===== src/rtl/core/cpa_pkg.sv =====
// Package for the consensus profile accumulator.
// Holds the transaction payload types, the cluster table entry and the control struct.
// No dependencies.
package cpa_pkg;

    // Fixed value counts of the transaction fields and widths of the cluster entry fields.
    localparam int CLUSTER_FIELD_VALUES = 16;
    localparam int LETTER_FIELD_VALUES  = 4;
    localparam int LEN_BITS             = 9;
    localparam int MEMBER_BITS          = 16;
    localparam logic [MEMBER_BITS-1:0] MEMBER_MAX = {MEMBER_BITS{1'b1}};

    typedef struct packed {
        logic       action;
        logic [3:0] cluster;
        logic [7:0] position;
        logic [1:0] letter;
        logic       last;
    } in_t;

    typedef struct packed {
        logic [1:0]  consensus_letter;
        logic [15:0] letter_count;
        logic [15:0] member_count;
        logic        ignored;
    } out_t;

    typedef struct packed {
        logic [LEN_BITS-1:0]    len;
        logic [MEMBER_BITS-1:0] members;
    } clu_entry_t;

    typedef struct packed {
        logic row_we;
        logic clu_we;
    } upd_ctl_t;

    localparam logic ACTION_SEED = 1'b0;
    localparam logic ACTION_ADD  = 1'b1;

endpackage


===== src/rtl/core/cpa_update.sv =====
// Update logic of the consensus profile accumulator.
// Computes the new count row, cluster entry and result from the forwarded entries.
// Depends on cpa_pkg.
module cpa_update #(
    parameter int ALPHABET   = 4,
    parameter int COUNT_BITS = 16,
    parameter int LB         = 2
) (
    input  cpa_pkg::in_t                       item,
    input  logic [LB-1:0]                      let_idx,
    input  logic                               pos_ok,
    input  logic [ALPHABET*COUNT_BITS+LB-1:0]  row_cur,
    input  cpa_pkg::clu_entry_t                clu_cur,
    output logic [ALPHABET*COUNT_BITS+LB-1:0]  row_new,
    output cpa_pkg::clu_entry_t                clu_new,
    output cpa_pkg::out_t                      result,
    output cpa_pkg::upd_ctl_t                  ctl
);
    import cpa_pkg::*;

    localparam int CNT_W = ALPHABET * COUNT_BITS;
    localparam logic [COUNT_BITS-1:0] COUNT_MAX = {COUNT_BITS{1'b1}};

    logic [COUNT_BITS-1:0] cnt     [ALPHABET];
    logic [COUNT_BITS-1:0] cnt_out [ALPHABET];
    logic [COUNT_BITS-1:0] cnt_new;
    logic [LB-1:0]         cons_old;
    logic [LB-1:0]         cons_new;
    logic                  in_len;

    always_comb
    begin
        for (int a = 0; a < ALPHABET; a++)
        begin
            cnt[a] = row_cur[a*COUNT_BITS +: COUNT_BITS];
        end
    end

    always_comb
    begin
        for (int a = 0; a < ALPHABET; a++)
        begin
            cnt_out[a] = cnt[a];
        end
        cons_old = row_cur[CNT_W +: LB];
        cons_new = cons_old;
        cnt_new  = cnt[let_idx];
        clu_new  = clu_cur;
        ctl      = '0;
        in_len   = {1'b0, item.position} < clu_cur.len;
        result   = '0;

        if (item.action == ACTION_SEED)
        begin
            if (pos_ok)
            begin
                for (int a = 0; a < ALPHABET; a++)
                begin
                    cnt_out[a] = (LB'(a) == let_idx) ? COUNT_BITS'(1) : '0;
                end
                cnt_new    = COUNT_BITS'(1);
                cons_new   = let_idx;
                ctl.row_we = 1'b1;
                ctl.clu_we = 1'b1;
                if (item.last)
                begin
                    clu_new.len     = LEN_BITS'(item.position) + LEN_BITS'(1);
                    clu_new.members = MEMBER_BITS'(1);
                end
                result.consensus_letter = 2'(let_idx);
                result.letter_count     = 16'd1;
                result.member_count     = clu_new.members;
                result.ignored          = 1'b0;
            end
            else
            begin
                result.member_count = clu_cur.members;
                result.ignored      = 1'b1;
            end
        end
        else
        begin
            ctl.clu_we = 1'b1;
            if (item.last && clu_cur.members != MEMBER_MAX)
            begin
                clu_new.members = clu_cur.members + MEMBER_BITS'(1);
            end
            if (!in_len || !pos_ok)
            begin
                result.member_count = clu_new.members;
                result.ignored      = 1'b1;
            end
            else
            begin
                if (cnt[let_idx] != COUNT_MAX)
                begin
                    cnt_new = cnt[let_idx] + COUNT_BITS'(1);
                end
                cnt_out[let_idx] = cnt_new;
                // Ties keep the old consensus; the old letter's count is unchanged here.
                if (let_idx != cons_old && cnt_new > cnt[cons_old])
                begin
                    cons_new = let_idx;
                end
                ctl.row_we = 1'b1;
                result.consensus_letter = 2'(cons_new);
                result.letter_count     = 16'(cnt_new);
                result.member_count     = clu_new.members;
                result.ignored          = 1'b0;
            end
        end
    end

    always_comb
    begin
        row_new = '0;
        for (int a = 0; a < ALPHABET; a++)
        begin
            row_new[a*COUNT_BITS +: COUNT_BITS] = cnt_out[a];
        end
        row_new[CNT_W +: LB] = cons_new;
    end

endmodule


===== config.mk =====
export PLATFORM = sky130hd
export DESIGN_NAME = cpa_update
export DESIGN_NICKNAME = d
export VERILOG_FILES = /design/src/rtl/core/cpa_pkg.sv /design/src/rtl/core/cpa_update.sv
export SDC_FILE = /design/constraint.sdc
export NUM_CORES = 1
export LEC_CHECK = 0
export CAP_MARGIN = 20
export CELL_PAD_IN_SITES_DETAIL_PLACEMENT = 2
export CELL_PAD_IN_SITES_GLOBAL_PLACEMENT = 2
export CORE_AREA = 2 2 96 136
export DETAILED_ROUTE_END_ITERATION = 16
export DIE_AREA = 0 0 98 138
export DONT_BUFFER_PORTS = 1
export GPL_TIMING_DRIVEN = 0
export MAX_ROUTING_LAYER = met4
export PLACE_DENSITY_LB_ADDON = 0.1
export SLEW_MARGIN = 20
export SYNTH_ARGS = -nofsm -noshare
export SYNTH_HDL_FRONTEND = slang
export SYNTH_SLANG_ARGS = --single-unit

===== constraint.sdc =====
create_clock -name vclk -period 4.95
set_clock_uncertainty 0.2 [all_clocks]
set_input_delay 0.495 -clock vclk [all_inputs]
set_output_delay 0.495 -clock vclk [all_outputs]
set_load 0.02 [all_outputs]

== Word level (Yosys, flattened, before mapping) ==
Index checks and enable logic that the tools add are counted.

* Output and inout port bits: 128
* Register bits after elaboration: 0
* Bits of input ports: 110
* Logic and storage cells: 59

* Bitwise logic cells: 2
* Magnitude comparators: 5
* $add $sub $neg: 3
* Mux-type cells: 36
* Equality and inequality tests: 6
* Reductions and logical operators: 7

{| class="wikitable"
|+ Operators by type and width
! kind !! number
|-
| 64-bit two-way mux || 3
|-
| 16-bit two-way mux || 10
|-
| 16-bit binary-select mux with 2-bit select || 2
|-
| 64-bit bitwise mux || 1
|-
| 25-bit two-way mux || 2
|-
| 18-bit two-way mux || 2
|-
| 35-bit two-way mux || 1
|-
| 16-bit by 1-bit adder with 16-bit output (second input constant) || 2
|-
| 16-bit demux with 2-bit select || 1
|-
| 16-bit inequality test (second input constant) || 2
|-
| 17-bit two-way mux || 1
|-
| 16-bit > comparator || 1
|-
| 2-bit two-way mux || 6
|-
| 8-bit by 1-bit adder with 9-bit output (second input constant) || 1
|-
| 8-bit by 9-bit less-than comparator with 1-bit output || 1
|-
| 9-bit two-way mux || 1
|-
| 3-bit greater-or-equal comparator (second input constant) || 2
|-
| 1-bit two-way mux || 6
|-
| 2-bit NOT with 3-bit output || 2
|-
| 2-bit == test (first input constant) || 2
|-
| 1-bit logical AND || 3
|-
| 3-bit by 1-bit less-than comparator with 1-bit output (second input constant) || 1
|-
| 1-bit by 2-bit == test with 1-bit output (first input constant) || 1
|-
| 1-bit logical NOT || 2
|-
| other kinds (3) || 3
|}

== Depth between registers and ports, before layout ==
* Depth in word-level cells: 13
* Mapped depth: 18
* Depth with buffers taken out: 16

== Least setup slack after synthesis ==
No wires, ideal clock.

* Path kind: input port to output port
* From: in let_idx[0]
* To: out row_new[64]
* Setup slack: -0.205 ns
* Stages: 17
* Path buffers: 2
* Arrival: 4.460 ns
* Data required time: 4.255 ns
* Cell sequence: buf_6 -> mux4_1 -> ha_1 -> and3_1 -> buf_6 -> nor2b_4 -> o21a_1 -> o21ai_1 -> inv_1 -> ha_1 -> a21o_1 -> a21o_1 -> a21oi_1 -> o21ai_0 -> or3b_2 -> a31oi_1 -> mux2_2

* Word-level cells in the longest chain between the ends: 13
* Elaborated cells on any way between the ends: 16
* Classes of those cells: add/sub (1); order compare (1); eq/ne (2); mux (10); bitwise (1); reduce/logical (1)

{| class="wikitable"
|+ RTL lines
! what !! RTL line !! source
|-
| start: declaration || cpa_update.sv:10 || <nowiki>input logic [LB-1:0] let_idx,</nowiki>
|-
| 2-bit NOT with 3-bit output (implied by the code) || cpa_update.sv:47, cpa_update.sv:95, cpa_update.sv:97 ||
|-
| 16-bit binary-select mux with 2-bit select || cpa_update.sv:47, cpa_update.sv:95, cpa_update.sv:97 ||
|-
| 16-bit two-way mux (implied by the code) (2 in a row) || cpa_update.sv:47, cpa_update.sv:95, cpa_update.sv:97 ||
|-
| 16-bit by 1-bit adder with 16-bit output / 16-bit inequality test (equally long branches) || cpa_update.sv:97, cpa_update.sv:95 ||
|-
| 16-bit two-way mux || cpa_update.sv:95 || <nowiki>if (cnt[let_idx] != COUNT_MAX)</nowiki>
|-
| 16-bit two-way mux || cpa_update.sv:88 || <nowiki>if (!in_len || !pos_ok)</nowiki>
|-
| 16-bit two-way mux || cpa_update.sv:53 || <nowiki>if (item.action == ACTION_SEED)</nowiki>
|-
| 16-bit > comparator || cpa_update.sv:101 || <nowiki>if (let_idx != cons_old && cnt_new > cnt[cons_old])</nowiki>
|-
| 1-bit logical AND || cpa_update.sv:101 ||
|-
| 2-bit two-way mux || cpa_update.sv:101 ||
|-
| 2-bit two-way mux || cpa_update.sv:88 ||
|-
| 2-bit two-way mux * || cpa_update.sv:53 ||
|-
| end: declaration || cpa_update.sv:14 || <nowiki>output logic [ALPHABET*COUNT_BITS+LB-1:0] row_new,</nowiki>
|}

Every way passes the cells marked *; elsewhere a longest branch is shown, timed or not. The select of a mux whose other input is x is not followed.

== Worst setup path after layout ==
Same ends and word-level chain as after synthesis.

==> results.json <==
{
  "ys_seq_area_frac": 0,
  "clock_buffers": 0,
  "max-cap-violations": 0,
  "wl_per_cell_um": 27.56,
  "mostFrequentLayoutCell": "nand3_1",
  "grt_overflow": 0,
  "fin_nets": 685,
  "crit_chain": "clkbuf_16, mux4_1, and4_4, and2_1, nand3b_1, mux2i_4, inv_1, ha_1, a21o_1, a21o_1, a21oi_2, o21ai_1, or3b_4, a31oi_4, mux2_4",
  "power.density_nw_per_um2": 140.3,
  "post_synth_num_cell_types": 65,
  "path_buf_inv": 2,
  "hold_class": "input pin to primary output",
  "synth_top_area_cell": "mux4_2",
  "drt_iter0_drc": 138,
  "fmax_mhz": 206.6,
  "whs_ns": 0.9439,
  "grt_use_met2": 0.5213,
  "antenna_found_initial": 0,
  "syn_inst": 520,
  "seqCellArea_um2": 0,
  "dp_hpwl_um": 15250,
  "tightest_slew_ns": 0.8222,
  "grt.busiest_layer": "met2",
  "relSlewSlack": 0.4472,
  "die_w_um": 98,
  "ys_top_cells_by_area": "mux4_2 (13%), ha_1 (8.7%), nand3_1 (8.2%)",
  "fillCellCount": 1485,
  "tns_ns": 0,
  "fin_cells": 700,
  "synth_area_um2": 3742,
  "postRouteAntennaNets": 0,
  "grt_pass1_wl_um": 28550,
  "portBuffers": 0,
  "seq_cell_count": 0,
  "syn_to_final_growth_pct": 17.79,
  "start_util": 0.3007,
  "peakVddDrop_mv": 0.03189,
  "multi_input_area_um2": 3541,
  "utilization": 0.3542,
  "num_rows": 49,
  "cp-end-kind": "primary output",
  "drcViolationCount": 0,
  "core_um2": 12450,
  "path_delay_family": "multiplexers",
  "post-route-period-util": 0.9779,
  "cp-start-kind": "input pin",
  "die_y_um": 138,
  "vias_per_cell": 6.321,
  "period_minus_slack_ns": 4.840,
  "cp_max_fo": 6,
  "grt_usage": 0.2747,
  "placedCellCount": 673,
  "status": "completed",
  "setup_viol": 0,
  "grt_max_degree": 11,
  "grt_use_met3": 0.06370,
  "num_vias": 4425,
  "cp_slowest_cell": "mux4_1",
  "routed_wl_um": 19290,
  "crit_top_cell": "a21o_1",
  "worst_ep_required_time_ns": 4.26,
  "ctsHoldBuffers": 0,
  "critPathArrivalTime_ns": 4.15,
  "hold_viol": 0,
  "io_pins": 238,
  "use_met1": 0.2829,
  "leakagePower_nw": 1.845,
  "grt_pass1_vias": 4932,
  "totalPowerFinal_mw": 0.6184,
  "synthesis.nets": 656,
  "drv_slew": 0,
  "num_antenna_cells": 0,
  "firstDrtPassIters": 4,
  "cp_slowest_stage_delay_ns": 0.62,
  "drive_gt1_frac": 0.2431,
  "final_cell_mix": "nand3_1 (60), nand2_1 (50), o21ai_0 (49)",
  "synth_top_area_frac": 0.1324,
  "die-area_um2": 13520,
  "gp_routability_congestion": 0.9496,
  "ys_warn_count": 0,
  "syn_area_per_cell_um2": 7.197,
  "crit_type": "input pin to primary output"
}
[cell families (layout without fill, tap and decap cells)]
kind of cell | count (synthesis) | count (layout) | synth area share
buffers and inverters | 89 | 116 | 0.1147
and+or+nand+nor | 201 | 201 | 0.2785
muxes | 47 | 47 | 0.2514
adders and majority gates | 26 | 26 | 0.08693
xor gates and xnor gates | 12 | 12 | 0.03912
AOI/OAI and AO/OA | 145 | 145 | 0.2294
[metal layers]
| metal | wire [um] | vias up |
|---|---|---|
| li1 | - | 1969 |
| met1 | 6703 | 2229 |
| met2 | 10780 | 203 |
| met3 | 1385 | 24 |
| met4 | 422 | 0 |
| met5 | 0 | - |
[final timing paths]
path,from,end,slack (ns),depth (start not counted)
worst max-delay path,let_idx[0],row_new[64],0.11,15
worst min-delay path,clu_cur[0],clu_new[0],0.94,1
[metrics by stage]
stage | setup slack (ns) | area (um2)
5_1_grt | -0.02652 | 4408
2_1_floorplan | -0.03772 | 3757
4_1_cts | 0.001404 | 4159
3_3_place_gp | -0.5200 | 3949
6_report | 0.1095 | 4408
3_5_place_dp | -0.5408 | 3949
[area by class of cell]
| class | count | share of cell area |
|---|---|---|
| buffer | 46 | 0.06727 |
| inverter | 43 | 0.03662 |
| multi-input combinational | 431 | 0.8033 |
| tap | 153 | 0.04343 |
| timing repair buffer | 27 | 0.04939 |
[power by group]
group	total, mW	internal, mW	leakage [nW]	switching, mW
registers	0	0	0	0
logic	0.618	0.220	1.85	0.398
clock network	0	0	0	0
total	0.618	0.220	1.85	0.398
[synthesized netlist by cell type (3+ instances only)]
cell type,n
a211oi_1,3
a21o_1,7
a21oi_1,26
a22oi_1,7
a31oi_1,3
and2_1,3
and3_1,8
and4_1,4
buf_2,3
buf_4,16
clkbuf_1,23
ha_1,26
inv_1,42
mux2_2,3
mux2i_1,9
mux4_1,10
mux4_2,22
nand2_1,50
nand2b_1,3
nand3_1,61
nand3_2,4
nand4_1,9
nor2_1,38
nor2b_1,3
nor3_1,3
o211ai_1,7
o21a_1,3
o21ai_0,51
o21ai_1,24
o31ai_1,3
xor2_1,6
[what timing repair did]
item                       in CTS  in global routing
pin swaps                      10                 20
hold endpoints to repair        0                  0
gates resized for setup        25                 28
cloned                          0                  1
setup endpoints to repair       4                  4
buffers inserted               10                 16
No activity file was read; power rests on OpenSTA's default activity.
